`src/sv/oets_pkg.sv`:
```
// Shared types and constants for the odd-even transposition sorter.
package oets_pkg;

  localparam int KEY_W = 32;

  typedef enum logic [1:0] {
    ST_LOAD,
    ST_SORT,
    ST_EMIT
  } oets_state_t;

  // Per-cell commands, decoded once per cycle by the sequencer.
  typedef struct packed {
    logic load;
    logic cmp_lo;
    logic cmp_hi;
    logic shift;
  } cell_ctl_t;

endpackage

```
`src/sv/oets_cell.sv`:
```
// One cell of the sorting row: holds one key and trades it with its neighbors.
module oets_cell import oets_pkg::*; (
  input  logic                    clk,
  input  cell_ctl_t               ctl,
  input  logic signed [KEY_W-1:0] load_key,
  input  logic signed [KEY_W-1:0] left_key,
  input  logic signed [KEY_W-1:0] right_key,
  output logic signed [KEY_W-1:0] key_o
);

  logic signed [KEY_W-1:0] key_r;
  logic signed [KEY_W-1:0] key_nxt;

  // The lower cell of a pair keeps the smaller key, the upper cell the larger.
  always_comb begin
    key_nxt = key_r;
    if (ctl.load) begin
      key_nxt = load_key;
    end else if (ctl.shift) begin
      key_nxt = right_key;
    end else if (ctl.cmp_lo && (key_r > right_key)) begin
      key_nxt = right_key;
    end else if (ctl.cmp_hi && (left_key > key_r)) begin
      key_nxt = left_key;
    end
  end

  always_ff @(posedge clk) begin
    key_r <= key_nxt;
  end

  assign key_o = key_r;

endmodule
```
`config.mk`:
```
export PLATFORM = sky130hd
export DESIGN_NAME = oets_cell
export DESIGN_NICKNAME = d
export VERILOG_FILES = /design/src/sv/oets_pkg.sv /design/src/sv/oets_cell.sv
export SDC_FILE = /design/constraint.sdc
export NUM_CORES = 1
export LEC_CHECK = 0
export BUFFER_PORTS_ARGS = -buffer_cell sky130_fd_sc_hd__buf_2
export CAP_MARGIN = 25
export CORE_MARGIN = 3
export CORE_UTILIZATION = 35
export DETAILED_ROUTE_END_ITERATION = 10
export PLACE_DENSITY = 0.61
export SETUP_SLACK_MARGIN = 0.3
export SLEW_MARGIN = 5
export SYNTH_ARGS = -nofsm -noshare
export SYNTH_HDL_FRONTEND = slang
export SYNTH_SLANG_ARGS = --single-unit
```
`constraint.sdc`:
```
create_clock -name clk -period 4.4 [get_ports clk]
set_input_delay 0.22 -clock clk [delete_from_list [all_inputs] [get_ports clk]]
set_output_delay 0.22 -clock clk [all_outputs]
set_load 0.03 [all_outputs]
```
==> results.json <==
{
  "finalMaxSlewViolations": 0,
  "layout_min_cycle_time_ns": 3.708,
  "ios": 133,
  "min_path_type": "in2reg",
  "clkPwrFrac_pct": 16.7,
  "cts_resized": 0,
  "grt-ovfl-total": 0,
  "place.gp.congestion": 0.8451,
  "required_ns": 4.39,
  "comb_power_share_pct": 49.5,
  "wl_per_cell_um": 14.79,
  "ys_seq_elements": 32,
  "insertion_delay_ns": 0.28,
  "via_count": 2868,
  "crit_path_start": "key_o[31]",
  "p_seq_share_pct": 33.8,
  "finalNonFillerCells": 598,
  "finalSetupTns_ns": 0,
  "dp.cells": 591,
  "synth_seq_area_share_pct": 27.36,
  "cts_sinks": 32,
  "dpl_cell_area_um2": 4342,
  "final_cell_area_um2": 4419,
  "antenna_cells": 0,
  "grt_usage_pct": 15.70,
  "internal_power_uw": 798.5,
  "rsz0062_at_grt": "no",
  "clk_pin_slew_ns": 0.07,
  "clockBufferDepth": 2,
  "fp.dieArea_um2": 11270,
  "max_cap_violations": 0,
  "dp_slack_ns": 0.7120,
  "slew_headroom_pct": 44.16,
  "die_w_um": 106.2,
  "yosys.area.top_type": "edfxtp_1",
  "rows": 35,
  "power_leakage_nw": 2.382,
  "period_share_pct": 84.27,
  "yosysWarningCount": 0,
  "first_pass_iters": 4,
  "die_h_um": 106.2,
  "tritoncts": "yes",
  "cp-start-kind": "flip-flop",
  "cts-root-buf": "clkbuf_8",
  "areaGrowthSynthToFinish_pct": 25.83,
  "p_sw_uw": 504.1,
  "synth_top_area_share_pct": 27.36,
  "initial_core_util_pct": 36.96,
  "worst_slack_ns": 0.6922,
  "syn_nets": 499,
  "r2r_setup_slack_ns": 0.69,
  "worstSetupPathType": "reg2reg",
  "min-delay-start": "load_key[5]",
  "synth-edff-count": 32,
  "h-tree-depth": 2,
  "synth.most_common_cell": "inv_1",
  "fillCellCount": 937,
  "core-area_um2": 9503,
  "switching_share_pct": 38.70,
  "crit_chain": "ha_1, nand4_1, or4_4, a2111oi_0, o21ai_0, o311ai_4, buf_4, nor2_1, o21ai_4, buf_12",
  "crit_buf_inv": 2,
  "synth-main-ff-cell": "edfxtp_1",
  "fmax_mhz": 269.7,
  "largest_reg_flops": 32,
  "peakVddDrop_mv": 0.1262,
  "port_buffers": 132,
  "syn_inst": 334,
  "syn_area_um2": 3512,
  "nets": 634,
  "ys_types": 34,
  "fin_worst_skew_ns": 0.008915,
  "rr_startpoint": "key_o[31]",
  "holdWs_ns": 0.2403,
  "tightest_slew_ns": 0.8376,
  "cts_buffers": 5,
  "critPathArrivalTime_ns": 3.69,
  "setup-violations-final": 0,
  "async_flop_share_pct": 0,
  "hold_violations": 0,
  "layout-drive-gt1-share_pct": 45.42,
  "drt_iter0_drc": 79,
  "yosys-top-cells-area": "edfxtp_1, ha_1, mux2_4, mux2_2, inv_1",
  "grt_pass1_wl_mm": 14.16,
  "viasPerCell": 4.796,
  "cts_hold_buf": 0,
  "ant_nets": 0,
  "endpoint_kind": "flip-flop",
  "synth_common_cells": "inv_1, ha_1, mux2_2, edfxtp_1, mux2_4",
  "drt_drc_violations_left": 0,
  "antenna_found_initial": 0,
  "path_delay_family": "compound AO/OA/AOI/OAI gates",
  "dp_hpwl_mm": 7.495,
  "crit_slowest_cell": "or4_4",
  "power_density_nw_per_um2": 294.7,
  "cpPeakStageDelay_ns": 0.59,
  "postCtsSetupRepairBufs": 0,
  "grt_max_degree": 34,
  "postSynthAreaPerCell_um2": 10.52,
  "wirelength_mm": 8.843,
  "status": "finished, final reports clean",
  "first_global_vias": 2940,
  "crit_fanout": 23
}
metal layers:
| layer | track usage, % | share of wire, % | up-vias |
|---|---|---|---|
| met4 | 3.053 | 0.81 | 0 |
| met2 | 26.29 | 47 | 82 |
| li1 | - | - | 1484 |
| met5 | 0 | 0 | - |
| met1 | 20.69 | 45 | 1294 |
| met3 | 3.704 | 6.4 | 8 |
layout by cell type (no fill, tap or decap):
master and instances:
buf_2 132, inv_1 66, ha_1 64, mux2_2 35, edfxtp_1 32, mux2_4 29, a21oi_1 24, nand4_1 16
a21o_1 13, nand2_1 7, nor2_1 5, o21ai_0 5, clkbuf_8 5, nand3_1 4, nor2b_1 3, o211ai_1 3
or4_4 2, o21a_1 2, or2_2 2, buf_4 2, o21ai_2 1, a2111o_1 1, a221oi_1 1, a2111oi_0 1
a21oi_2 1, o311ai_4 1, nor4_1 1, o31ai_1 1, or4_1 1, nor3_1 1, a31oi_1 1, nand2b_1 1
o311a_1 1, xor2_1 1, o21ai_4 1, clkinv_2 1, clkbuf_1 1, buf_12 1
worst paths after layout:
| check | depth (start not counted) | endpoint |
|---|---|---|
| worst max-delay path | 10 | key_o[10] |
| worst min-delay path | 2 | key_o[5] |
| worst max register to register | 10 | key_o[10] |
| worst min register to register | 4 | key_o[29] |
power by group through the flow:
stage | Sequential, mW | Combinational (mW) | Clock (mW)
floorplan | 0.539 | 0.360 | 0
global placement | 0.445 | 0.642 | 0
detailed placement | 0.447 | 0.651 | 0
CTS | 0.441 | 0.655 | 0.228
global route | 0.448 | 0.724 | 0.240
finish | 0.440 | 0.645 | 0.217
cell families (layout without fill, tap and decap cells):
| group | Yosys count | count (layout) | synth area share, % |
|---|---|---|---|
| DFF | 32 | 32 | 27.36 |
| xor gates and xnor gates | 1 | 1 | 0.2494 |
| adders and majority gates | 64 | 64 | 22.80 |
| buffers and inverters | 73 | 208 | 8.443 |
| muxes | 64 | 64 | 23.62 |
| AOI/OAI and AO/OA | 57 | 57 | 10.58 |
| and+or+nand+nor | 43 | 43 | 6.947 |
worst register-to-register path, stage by stage, from the launching register on:
cell,delay (ns)
edfxtp_1,0.42
ha_1,0.40
nand4_1,0.18
or4_4,0.59
a2111oi_0,0.37
o21ai_0,0.19
o311ai_4,0.12
buf_4,0.45
nor2_1,0.14
o21ai_4,0.29
buf_12,0.24
stage by stage:
stage               utilization [%]  power, mW
floorplan                         -     0.8990
global placement              45.69      1.087
detailed placement            45.69      1.099
CTS                           46.50      1.324
global route                  46.50      1.412
finish                        46.50      1.303
layout make-up:
class | instances | area, µm² | area share [%]
multi-input combinational | 229 | 2276 | 51.50
tap | 129 | 161.4 | 3.652
clock inverter | 1 | 5.005 | 0.1133
sequential | 32 | 960.9 | 21.74
timing repair buffer | 135 | 695.7 | 15.74
inverter | 66 | 247.7 | 5.606
clock buffer | 6 | 72.57 | 1.642
Note: power is estimated with default switching activity, not from simulation.
